--- src/sv/prqm_pkg.sv ---
`default_nettype none

package prqm_pkg;

    // Field widths fixed by the interface
    localparam int FUNC_W   = 2;
    localparam int TASK_IN_W = 6;
    localparam int PRIO_W   = 8;
    localparam int STATUS_W = 3;

    // Operation codes
    localparam logic [FUNC_W-1:0] FUNC_PUT = 2'd0;
    localparam logic [FUNC_W-1:0] FUNC_GET = 2'd1;
    localparam logic [FUNC_W-1:0] FUNC_DEL = 2'd2;
    localparam logic [FUNC_W-1:0] FUNC_NOP = 2'd3;

    // Status codes
    localparam logic [STATUS_W-1:0] ST_OK         = 3'd0;
    localparam logic [STATUS_W-1:0] ST_BAD_PRIO   = 3'd1;
    localparam logic [STATUS_W-1:0] ST_EMPTY      = 3'd2;
    localparam logic [STATUS_W-1:0] ST_NOT_QUEUED = 3'd3;
    localparam logic [STATUS_W-1:0] ST_ALREADY    = 3'd4;

    // Controller states
    typedef enum logic [2:0] {
        S_IDLE,
        S_RD_LVL,
        S_RD_HT,
        S_RD_LINK,
        S_COMMIT
    } t_state;

    // Commands from controller to datapath
    typedef struct packed {
        logic load;
        logic rd_lvl;
        logic rd_ht;
        logic rd_link;
        logic commit;
    } t_cmd;

endpackage

`default_nettype wire

--- src/sv/prqm_ctrl.sv ---
`default_nettype none

module prqm_ctrl
    import prqm_pkg::*;
(
    input  wire logic i_clk,
    input  wire logic i_rst_n,
    input  wire logic start,
    output logic      busy,
    output t_cmd      o_cmd
);

    t_state r_state;
    t_state n_state;

    // Advance state
    always_ff @(posedge i_clk) begin
        if (!i_rst_n) begin
            r_state <= S_IDLE;
        end else begin
            r_state <= n_state;
        end
    end

    // Next state
    always_comb begin
        n_state = r_state;
        unique case (r_state)
            S_IDLE:    if (start) n_state = S_RD_LVL;
            S_RD_LVL:  n_state = S_RD_HT;
            S_RD_HT:   n_state = S_RD_LINK;
            S_RD_LINK: n_state = S_COMMIT;
            S_COMMIT:  n_state = S_IDLE;
            default:   n_state = S_IDLE;
        endcase
    end

    // Drive commands
    always_comb begin
        o_cmd = '0;
        busy  = 1'b1;
        unique case (r_state)
            S_IDLE: begin
                busy       = 1'b0;
                o_cmd.load = start;
            end
            S_RD_LVL:  o_cmd.rd_lvl  = 1'b1;
            S_RD_HT:   o_cmd.rd_ht   = 1'b1;
            S_RD_LINK: o_cmd.rd_link = 1'b1;
            S_COMMIT:  o_cmd.commit  = 1'b1;
            default:   busy = 1'b1;
        endcase
    end

endmodule

`default_nettype wire

--- src/sv/prqm_dp.sv ---
`default_nettype none

module prqm_dp
    import prqm_pkg::*;
#(
    parameter int NUM_TASKS  = 64,
    parameter int NUM_LEVELS = 8
) (
    input  wire logic                 i_clk,
    input  wire logic                 i_rst_n,
    input  wire t_cmd                 i_cmd,
    input  wire logic [FUNC_W-1:0]    i_func,
    input  wire logic [TASK_IN_W-1:0] i_task_id,
    input  wire logic [PRIO_W-1:0]    i_priority_req,
    output logic                      o_strobe,
    output logic [STATUS_W-1:0]       o_status,
    output logic [TASK_IN_W-1:0]      o_task_out
);

    localparam int TASK_W = $clog2(NUM_TASKS);
    localparam int LVL_W  = (NUM_LEVELS > 1) ? $clog2(NUM_LEVELS) : 1;

    // Link and level memories; entries are written before any read that matters
    logic [TASK_W-1:0] next_mem  [NUM_TASKS];
    logic [TASK_W-1:0] prev_mem  [NUM_TASKS];
    logic [LVL_W-1:0]  level_mem [NUM_TASKS];
    logic [TASK_W-1:0] head_mem  [NUM_LEVELS];
    logic [TASK_W-1:0] tail_mem  [NUM_LEVELS];

    // Per-task queued flags and per-level nonempty flags
    logic [NUM_TASKS-1:0]  r_queued;
    logic [NUM_LEVELS-1:0] r_nonempty;

    // Latched request word
    logic [FUNC_W-1:0]    r_func;
    logic [TASK_IN_W-1:0] r_task_in;
    logic [PRIO_W-1:0]    r_prio;

    // Registered memory reads
    logic [LVL_W-1:0]  r_lvl_q;
    logic              r_queued_q;
    logic [TASK_W-1:0] r_head_q;
    logic [TASK_W-1:0] r_tail_q;
    logic              r_ne_q;
    logic [TASK_W-1:0] r_next_q;
    logic [TASK_W-1:0] r_prev_q;

    // Result registers
    logic                 r_strobe;
    logic [STATUS_W-1:0]  r_status;
    logic [TASK_IN_W-1:0] r_task_out;

    // Decoded request
    logic              task_ok;
    logic              prio_ok;
    logic [TASK_W-1:0] tidx;
    logic [LVL_W-1:0]  prio_idx;
    logic              queued;
    logic [LVL_W-1:0]  ht_addr;
    logic [TASK_W-1:0] link_addr;

    // Commit-time updates
    logic [STATUS_W-1:0]  n_status;
    logic [TASK_IN_W-1:0] n_task_out;
    logic                 next_we;
    logic [TASK_W-1:0]    next_wa;
    logic [TASK_W-1:0]    next_wd;
    logic                 prev_we;
    logic [TASK_W-1:0]    prev_wa;
    logic [TASK_W-1:0]    prev_wd;
    logic                 head_we;
    logic [TASK_W-1:0]    head_wd;
    logic                 tail_we;
    logic [TASK_W-1:0]    tail_wd;
    logic                 lvl_we;
    logic                 ne_set;
    logic                 ne_clr;
    logic                 q_set;
    logic                 q_clr;
    logic [TASK_W-1:0]    q_addr;
    logic [TASK_W-1:0]    ul_t;
    logic                 is_head;
    logic                 is_tail;
    logic                 do_unlink;

    // Decode request fields
    assign task_ok  = (32'(r_task_in) < 32'(NUM_TASKS));
    assign prio_ok  = (32'(r_prio) < 32'(NUM_LEVELS));
    assign tidx     = task_ok ? TASK_W'(r_task_in) : '0;
    assign prio_idx = prio_ok ? LVL_W'(r_prio) : '0;
    assign queued   = task_ok && r_queued_q;
    assign ht_addr  = (r_func == FUNC_DEL) ? r_lvl_q : prio_idx;
    assign link_addr = (r_func == FUNC_GET) ? r_head_q : tidx;

    // Latch request word
    always_ff @(posedge i_clk) begin
        if (i_cmd.load) begin
            r_func    <= i_func;
            r_task_in <= i_task_id;
            r_prio    <= i_priority_req;
        end
    end

    // Read level and queued flag, then head and tail, then links
    always_ff @(posedge i_clk) begin
        if (i_cmd.rd_lvl) begin
            r_lvl_q    <= level_mem[tidx];
            r_queued_q <= r_queued[tidx];
        end
        if (i_cmd.rd_ht) begin
            r_head_q <= head_mem[ht_addr];
            r_tail_q <= tail_mem[ht_addr];
            r_ne_q   <= r_nonempty[ht_addr];
        end
        if (i_cmd.rd_link) begin
            r_next_q <= next_mem[link_addr];
            r_prev_q <= prev_mem[link_addr];
        end
    end

    // Work out status and list updates
    always_comb begin
        n_status   = ST_OK;
        n_task_out = '0;
        next_we    = 1'b0;
        next_wa    = r_prev_q;
        next_wd    = r_next_q;
        prev_we    = 1'b0;
        prev_wa    = r_next_q;
        prev_wd    = r_prev_q;
        head_we    = 1'b0;
        head_wd    = r_next_q;
        tail_we    = 1'b0;
        tail_wd    = r_prev_q;
        lvl_we     = 1'b0;
        ne_set     = 1'b0;
        ne_clr     = 1'b0;
        q_set      = 1'b0;
        q_clr      = 1'b0;
        q_addr     = tidx;
        do_unlink  = 1'b0;
        ul_t       = (r_func == FUNC_GET) ? r_head_q : tidx;
        is_head    = (r_head_q == ul_t);
        is_tail    = (r_tail_q == ul_t);

        unique case (r_func)
            FUNC_PUT: begin
                if (!prio_ok) begin
                    n_status = ST_BAD_PRIO;
                end else if (!task_ok) begin
                    n_status = ST_NOT_QUEUED;
                end else if (queued) begin
                    n_status = ST_ALREADY;
                end else begin
                    // Append at tail
                    if (r_ne_q) begin
                        prev_we = 1'b1;
                        prev_wa = tidx;
                        prev_wd = r_tail_q;
                        next_we = 1'b1;
                        next_wa = r_tail_q;
                        next_wd = tidx;
                    end else begin
                        head_we = 1'b1;
                        head_wd = tidx;
                        ne_set  = 1'b1;
                    end
                    tail_we = 1'b1;
                    tail_wd = tidx;
                    q_set   = 1'b1;
                    lvl_we  = 1'b1;
                end
            end
            FUNC_GET: begin
                if (!prio_ok) begin
                    n_status = ST_BAD_PRIO;
                end else if (!r_ne_q) begin
                    n_status = ST_EMPTY;
                end else begin
                    do_unlink  = 1'b1;
                    n_task_out = TASK_IN_W'(r_head_q);
                end
            end
            FUNC_DEL: begin
                if (!queued) begin
                    n_status = ST_NOT_QUEUED;
                end else begin
                    do_unlink = 1'b1;
                end
            end
            FUNC_NOP: n_status = ST_OK;
            default:  n_status = ST_OK;
        endcase

        // Unlink task from its list
        if (do_unlink) begin
            q_clr  = 1'b1;
            q_addr = ul_t;
            if (is_head && is_tail) begin
                ne_clr = 1'b1;
            end else begin
                if (is_head) begin
                    head_we = 1'b1;
                end else begin
                    next_we = 1'b1;
                end
                if (is_tail) begin
                    tail_we = 1'b1;
                end else begin
                    prev_we = 1'b1;
                end
            end
        end
    end

    // Write memories on commit
    always_ff @(posedge i_clk) begin
        if (i_cmd.commit) begin
            if (next_we) next_mem[next_wa] <= next_wd;
            if (prev_we) prev_mem[prev_wa] <= prev_wd;
            if (head_we) head_mem[ht_addr] <= head_wd;
            if (tail_we) tail_mem[ht_addr] <= tail_wd;
            if (lvl_we)  level_mem[tidx]   <= prio_idx;
        end
    end

    // Update flags on commit
    always_ff @(posedge i_clk) begin
        if (!i_rst_n) begin
            r_queued   <= '0;
            r_nonempty <= '0;
        end else if (i_cmd.commit) begin
            if (q_set) r_queued[q_addr] <= 1'b1;
            if (q_clr) r_queued[q_addr] <= 1'b0;
            if (ne_set) r_nonempty[ht_addr] <= 1'b1;
            if (ne_clr) r_nonempty[ht_addr] <= 1'b0;
        end
    end

    // Register the strobe and the result word
    always_ff @(posedge i_clk) begin
        if (!i_rst_n) begin
            r_strobe <= 1'b0;
        end else begin
            r_strobe <= i_cmd.commit;
        end
    end

    always_ff @(posedge i_clk) begin
        if (i_cmd.commit) begin
            r_status   <= n_status;
            r_task_out <= n_task_out;
        end
    end

    assign o_strobe   = r_strobe;
    assign o_status   = r_status;
    assign o_task_out = r_task_out;

endmodule

`default_nettype wire

--- src/sv/priority_ready_queue_manager_core.sv ---
`default_nettype none

// Per-priority FIFO ready queues of task ids, one doubly linked list per level.
// A word is accepted when start is high and busy is low; its result appears on
// o_status/o_task_out for exactly one cycle with o_strobe high, and the receiver
// cannot stall it. A new word cannot be accepted while busy is high; the result
// strobes after the controller steps through its read and commit states, and busy
// drops in that same cycle so the next word can be accepted alongside the strobe.
// The sequence comes from three dependent registered memory reads (task level,
// then list head and tail, then the task's links) followed by a commit step. No
// clearing pass is needed after reset.
module priority_ready_queue_manager_core
    import prqm_pkg::*;
#(
    parameter int NUM_TASKS  = 64,
    parameter int NUM_LEVELS = 8
) (
    input  wire logic                 i_clk,
    input  wire logic                 i_rst_n,
    input  wire logic                 start,
    output logic                      busy,
    input  wire logic [FUNC_W-1:0]    i_func,
    input  wire logic [TASK_IN_W-1:0] i_task_id,
    input  wire logic [PRIO_W-1:0]    i_priority_req,
    output logic                      o_strobe,
    output logic [STATUS_W-1:0]       o_status,
    output logic [TASK_IN_W-1:0]      o_task_out
);

    t_cmd cmd;

    // Sequence the operation
    prqm_ctrl u_ctrl (
        .i_clk   (i_clk),
        .i_rst_n (i_rst_n),
        .start   (start),
        .busy    (busy),
        .o_cmd   (cmd)
    );

    // Hold the lists and compute results
    prqm_dp #(
        .NUM_TASKS  (NUM_TASKS),
        .NUM_LEVELS (NUM_LEVELS)
    ) u_dp (
        .i_clk          (i_clk),
        .i_rst_n        (i_rst_n),
        .i_cmd          (cmd),
        .i_func         (i_func),
        .i_task_id      (i_task_id),
        .i_priority_req (i_priority_req),
        .o_strobe       (o_strobe),
        .o_status       (o_status),
        .o_task_out     (o_task_out)
    );

endmodule

`default_nettype wire

--- config.mk ---
export PLATFORM = sky130hd
export DESIGN_NAME = priority_ready_queue_manager_core
export DESIGN_NICKNAME = d
export VERILOG_FILES = /design/src/sv/prqm_pkg.sv /design/src/sv/prqm_ctrl.sv /design/src/sv/prqm_dp.sv /design/src/sv/priority_ready_queue_manager_core.sv
export SDC_FILE = /design/constraint.sdc
export NUM_CORES = 2
export LEC_CHECK = 0
export BUFFER_PORTS_ARGS = -buffer_cell sky130_fd_sc_hd__buf_2
export CAP_MARGIN = 15
export CORE_ASPECT_RATIO = 1.25
export CORE_MARGIN = 5
export CORE_UTILIZATION = 55
export DETAILED_ROUTE_END_ITERATION = 12
export PLACE_DENSITY = 0.71
export SLEW_MARGIN = 20
export SYNTH_ARGS = -nofsm -noshare
export SYNTH_HDL_FRONTEND = slang
export SYNTH_SLANG_ARGS = --single-unit
--- constraint.sdc ---
create_clock -name i_clk -period 14.4 [get_ports i_clk]
set_input_delay 2.16 -clock i_clk [delete_from_list [all_inputs] [get_ports i_clk]]
set_output_delay 2.16 -clock i_clk [all_outputs]
set_load 0.05 [all_outputs]
Yosys cells after proc, flatten, opt, wreduce, memory -nomap -nowiden
Memory sizes are Yosys's and may differ from the RTL's. A register that Yosys moved wholly into a read port is not among the register bits.
Index checks and enable logic that the tools add are counted.
{ "classes": {"bitwise": 6, "magnitude_cmp": 6, "n_eq_ne": 10, "n_reduce_logical": 6, "n_mux": 93} }
{ "op_table": {"columns": ["op", "count"], "rows": [
  ["$mux W64", 4],
  ["$mux W6", 17],
  ["$and A64 B64 Y64", 1],
  ["$not A64 Y64", 1],
  ["$or A64 B64 Y64", 1],
  ["$mux W1", 53],
  ["$mux W8", 4],
  ["$pmux W3 S4", 2],
  ["$mux W3", 6],
  ["$lt A6 B7 Y1 const B", 2],
  ["$eq A6 B6 Y1", 2],
  ["$and A8 B8 Y8", 1],
  ["$lt A8 B4 Y1 const B", 1],
  ["$not A8 Y8", 1],
  ["$or A8 B8 Y8", 1],
  ["$bmux W1 S6", 1],
  ["$demux W1 S6", 1],
  ["$eq A3 B2 Y1 const B", 2],
  ["$ge A6 B1 Y1 const B", 1],
  ["$eq A2 B2 Y1 const B", 2],
  ["$lt A3 B4 Y1 const B", 1],
  ["$mux W2", 2],
  ["$bmux W1 S3", 1],
  ["$demux W1 S3", 1],
  ["10 further kinds", 12]
]} }
{ "word_totals": {"mem_bits_rw": 1056, "word_cells": 137, "output_inout_bits": 11, "in_bits": 19, "regBits": 103, "mem_count": 5} }
{ "memory_table": {"columns": ["name", "words", "width", "read_ports", "rd_ports_with_merged_regs", "write_ports", "line_no", "source"], "rows": [
  ["u_dp.next_mem", 64, 6, 1, 1, 1, "prqm_dp.sv:24", "logic [TASK_W-1:0] next_mem [NUM_TASKS];"],
  ["u_dp.prev_mem", 64, 6, 1, 1, 1, "prqm_dp.sv:25", "logic [TASK_W-1:0] prev_mem [NUM_TASKS];"],
  ["u_dp.level_mem", 64, 3, 1, 1, 1, "prqm_dp.sv:26", "logic [LVL_W-1:0] level_mem [NUM_TASKS];"],
  ["u_dp.head_mem", 8, 6, 1, 1, 1, "prqm_dp.sv:27", "logic [TASK_W-1:0] head_mem [NUM_LEVELS];"],
  ["u_dp.tail_mem", 8, 6, 1, 1, 1, "prqm_dp.sv:28", "logic [TASK_W-1:0] tail_mem [NUM_LEVELS];"]
]} }

Logic depth before layout (Yosys ltp)
{ "logic_depth": {"depth_word": 14, "mapped_depth": 12} }

Hierarchy
A second synthesis with hierarchy kept.
{ "hier_totals": {"hier_cells": 4378, "hier_area_um2": 52824.4} }
{ "modules_own_cells": {"columns": ["module", "seq_area_each_um2", "cells_each", "area_each_um2", "n_inst"], "rows": [
  ["prqm_dp", 34793.4, 4363, 52678.0, 1],
  ["prqm_ctrl", 60.1, 15, 146.4, 1]
]} }

Worst setup path before layout
No wires, ideal clock.
{ "synth_path": {"path_kind": "register -> register", "from": "register u_dp.r_func[0]", "to": "memory u_dp.next_mem[0][3] in the netlist's numbering, data pin", "t_arrival_ps": 4022, "path_slack_ps": 9676, "period_less_slack_ps": 4724, "path_stages_with_launch": 8, "path_buffers": 2, "cell_sequence": "edfxtp_1 inv_1 ha_1 nor2b_1 nand4_2 clkbuf_1 clkbuf_1 o21ai_0"} }
{ "synth_between": {"elab_chain_len": 2} }
{ "synth_rtl": {"columns": ["element", "line_no", "source"], "rows": [
  ["start, declared", "prqm_dp.sv:35", "logic [FUNC_W-1:0] r_func;"],
  ["start signal, assigned", "prqm_dp.sv:98", "r_func <= i_func;"],
  ["$logic_not A2 Y1", "prqm_dp.sv:146", "unique case (r_func)"],
  ["$mux W6", "prqm_dp.sv:146", null],
  ["net u_dp.next_wd[3]", "prqm_dp.sv:67", "logic [TASK_W-1:0] next_wd;"],
  ["end, declared", "prqm_dp.sv:24", null]
]} }
The timed path passes the listed nets, and every way through them passes these cells.

Final worst setup path
{ "layout_path": {"from": "register u_dp.r_func[1]", "to": "memory u_dp.prev_mem[20][5] in the netlist's numbering, enable pin"} }
{ "layout_between": {"elab_chain_len": 9, "word_cells_on_any_way": 16, "classes_between": "eq/ne: 4; mux: 10; reduce/logical: 2"} }
{ "layout_rtl": {"columns": ["element", "line_no", "source"], "rows": [
  ["$eq A2 B1 Y1", "prqm_dp.sv:142, prqm_dp.sv:146", null],
  ["$mux W6", "prqm_dp.sv:142", "ul_t = (r_func == FUNC_GET) ? r_head_q : tidx;"],
  ["$eq A6 B6 Y1 (on tied branches)", "prqm_dp.sv:144, prqm_dp.sv:143", null],
  ["$mux W1 / $logic_and A1 B1 Y1 (equally long branches)", "prqm_dp.sv:207, prqm_dp.sv:199", null],
  ["$mux W1", "prqm_dp.sv:199", "if (is_head && is_tail) begin"],
  ["$mux W1", "prqm_dp.sv:196", "if (do_unlink) begin"],
  ["$mux W1", "prqm_dp.sv:220", "if (prev_we) prev_mem[prev_wa] <= prev_wd;"],
  ["$mux W1", "prqm_dp.sv:218", "if (i_cmd.commit) begin"],
  ["$mux W1 (implied by the code)", "prqm_dp.sv:220", null],
  ["end, declared", "prqm_dp.sv:25", null]
]} }
Several ways; a longest one is shown, not always the timed one.

==> key figures <==
Run status
  • Status: completed

Final layout
  • Post-Layout Cell Count: 5,674
  • ANT cells: 0
  • P&R area growth vs syn: 8.88%
  • Finished Cell Area: 0.0573 mm2
  • Share of cells above drive strength 1: 0.0938
  • Fillers: 7,356
  • Fin util: 0.604
  • Nets: 4,325

Detailed routing
  • Residual DRC: 0
  • Total wire length: 147 mm
  • Vias per cell: roughly 6.6
  • Met3 wire len: 13.1 mm
  • DR vias: 37,497
  • Top Metal Used: met4
  • Wl on met1: 55.0 mm
  • First drt pass iteration count: 6
  • DR WL met2: 72.5 mm
  • DRT iter0 DRCs: 5,371
  • Final ANT Viol Nets: 0
  • Avg WL per Cell: ~26 um

Timing
  • Max-slew violation count: 0
  • Worst-Margin Slew: about 1200 ps
  • Period utilization: 0.336
  • Final setup vio count: 0
  • Worst Skew: a little over 40 ps
  • Setup Total Neg Slack: 0 ps
  • Post-route minimum period: 4830 ps
  • Slew margin rel.: 0.211
  • Min Hold Slack: roughly 520 ps
  • Endpoints failing hold: 0
  • Max Freq: 0.207 GHz
  • RSZ-0062 raised after global routing: no

Floorplan
  • Top Ports: 30
  • Die area: 0.102 mm2
  • FP Rows: 126
  • DIE HEIGHT: around 360 um
  • Die W: 287 um
  • Initial core utilization: 0.555
  • Core footprint: 0.0947 mm2

Synthesis
  • Flops & latches, synth: 1,186
  • EDFF count, synth: 1,110
  • Sequential cell area fraction in the yosys report: 0.663
  • Syn Area/Cell: approximately 12 um2
  • Syn Nets: 4,441
  • Post-synth top area cell: edfxtp_1
  • Synth top area share: 0.634
  • Synth Flop Type: edfxtp_1
  • Syn Std Cell Area: roughly 0.053 mm2
  • Synth unique cells: 76
  • Synth top area cells: edfxtp_1 (63%), nand2_1 (7.0%), a22oi_1 (5.2%)
  • Post-Synthesis Cells: ~4,400
  • Yosys warning count: 0
  • FFs w/ async S/R, synth: 0

GRT
  • GRT Total Usage: 0.280
  • Number of global-route vias before repair: 35,647
  • First-pass GRT wire length: about 220 mm
  • Largest net degree at the start of global routing: 201
  • Initial antenna violation count: 0
  • Congestion Overflow GR: 0

Power
  • Pwr Density: around 130 mW/mm2
  • Leak: around 18 nW
  • Maximum vdd drop: 0.122 mV

Placed design
  • Port-buffer cells: 29
  • Gp weighted congestion: 0.872
  • Dpl hpwl: 87.1 mm
  • Placed Cells: 5,471
  • Post-placement cell area: 0.0538 mm2

Clock tree
  • Clk buf depth: 3
  • Post_cts resized: 0
  • Clk sink count: 1,186
  • Skew-Pair Late Insertion Delay: 720 ps
  • H-tree lvl count: 3
  • Reg clk slew, reported paths: 60 ps
  • TritonCTS clock tree: built
  • CTS root buffer: clkbuf_16
  • Cts bufs inserted: 109
  • Hold-fix buffers, CTS: 0
  • Post CTS Setup Buffer Count: 0

Min path
  • Min-Delay Path Class: reg -> reg

Worst setup path
  • CP max FO: 146
  • Critical Path Source Type: flop
  • Setup crit end kind: flop
  • Critical path required time: between 10,000 and 15,000 ps
  • Crit path kind: reg -> reg
  • Critical path arrival: 5180 ps

Run
  • Max Cap Viol: 0
cells in the final DEF (no fill, tap or decap), types with 16 or more instances in the layout:
cell	instances
nor2_1	328
buf_4	65
and2_1	16
o22ai_1	156
mux2i_1	46
clkbuf_1	33
clkinv_1	27
o221a_2	63
nand2_1	974
edfxtp_1	1110
nor4b_1	25
buf_2	29
clkbuf_16	109
a221oi_1	43
nand3_1	47
nor3_1	119
a22oi_1	363
mux4_2	28
a21oi_1	233
a22o_1	59
dfxtp_1	76
nand4_1	30
o21ai_0	120
mux2_2	31
metrics by stage:
step	power, W	worst slack (ps)
2_1_floorplan	0.00435	9680
3_3_place_gp	0.00458	9610
4_1_cts	0.00739	9470
6_report	0.00739	9570
3_5_place_dp	0.00459	9490
5_1_grt	0.00762	9340
worst paths after layout:
check                           depth (start not counted)                    to               start  slack, ps
worst max-delay path                                   11  u_dp.prev_mem[20][5]      u_dp.r_func[1]       9570
worst min-delay path                                    2    u_dp.r_nonempty[3]  u_dp.r_nonempty[3]        520
worst max register to register                         11  u_dp.prev_mem[20][5]      u_dp.r_func[1]       9570
worst min register to register                          2    u_dp.r_nonempty[3]  u_dp.r_nonempty[3]        520
synth_stat cells (10+ instances only):
cell type  instances
nor3_1           119
o22ai_1          156
nor4b_1           25
o221a_2           63
mux2_2            31
nand3_1           47
a31oi_1           12
a211oi_1          10
a221oi_1          43
edfxtp_1        1110
mux4_2            28
buf_1             47
nand4_1           30
and2_1            17
nand2_1          981
a21oi_1          234
mux2i_1           47
dfxtp_1           76
buf_2             75
nor2b_1           17
inv_1             14
nor2_1           330
clkbuf_1         202
a22oi_1          364
nor4_1            16
a22o_1            59
o21ai_0          124
power breakdown:
group / switching [W] / internal [W]
Combinational: 0.000520 / 0.000228
Sequential: 0.0000225 / 0.00376
Clock: 0.00128 / 0.00158
Total: 0.00183 / 0.00557
logic make-up after synthesis:
kind of cell / after synthesis / synth area share
buffers and inverters: 344 / 0.0266
AND/OR/NAND/NOR: 1631 / 0.130
multiplexers: 107 / 0.0280
adder cells (fa/ha/maj): 4 / 0.000951
XOR/XNOR: 12 / 0.00200
flip-flops: 1186 / 0.663
AO/OA/AOI/OAI: 1134 / 0.150
layout make-up:
class / instances / area, um2 / area share
flip-flops and latches: 1186 / 34900 / 0.609
multi-input cells: 2888 / 16500 / 0.288
clock buffers: 144 / 2880 / 0.0503
well taps: 1280 / 1600 / 0.0280
repair buffers: 100 / 753 / 0.0132
clock inverters: 59 / 614 / 0.0107
inverters: 17 / 66.3 / 0.00116
worst max-delay path, cell delays in order, from the launching register on:
cell,delay (ps)
edfxtp_1,360
inv_1,80
ha_1,190
buf_4,250
nor2b_4,140
buf_4,490
buf_12,530
or3_1,200
a21oi_1,80
a311oi_1,920
o21bai_2,440
nor2_1,540
per-layer routing:
metal,up-vias,global-route usage
met5,-,0
met2,2129,0.472
met4,0,0.113
met3,334,0.0395
li1,16572,-
met1,18462,0.368
state kept, by name, summed over array words and instances, names as in the netlist, 6 cells and up:
name             cells
u_dp.r_queued       64
u_dp.r_nonempty      8
u_dp.r_prev_q        6
u_dp.next_mem      384
u_dp.r_task_in       6
u_dp.r_head_q        6
u_dp.level_mem     192
u_dp.o_task_out      6
u_dp.head_mem       48
u_dp.tail_mem       48
u_dp.r_prio          8
u_dp.r_tail_q        6
u_dp.r_next_q        6
u_dp.prev_mem      384
No activity file was read; power rests on OpenSTA's default activity.
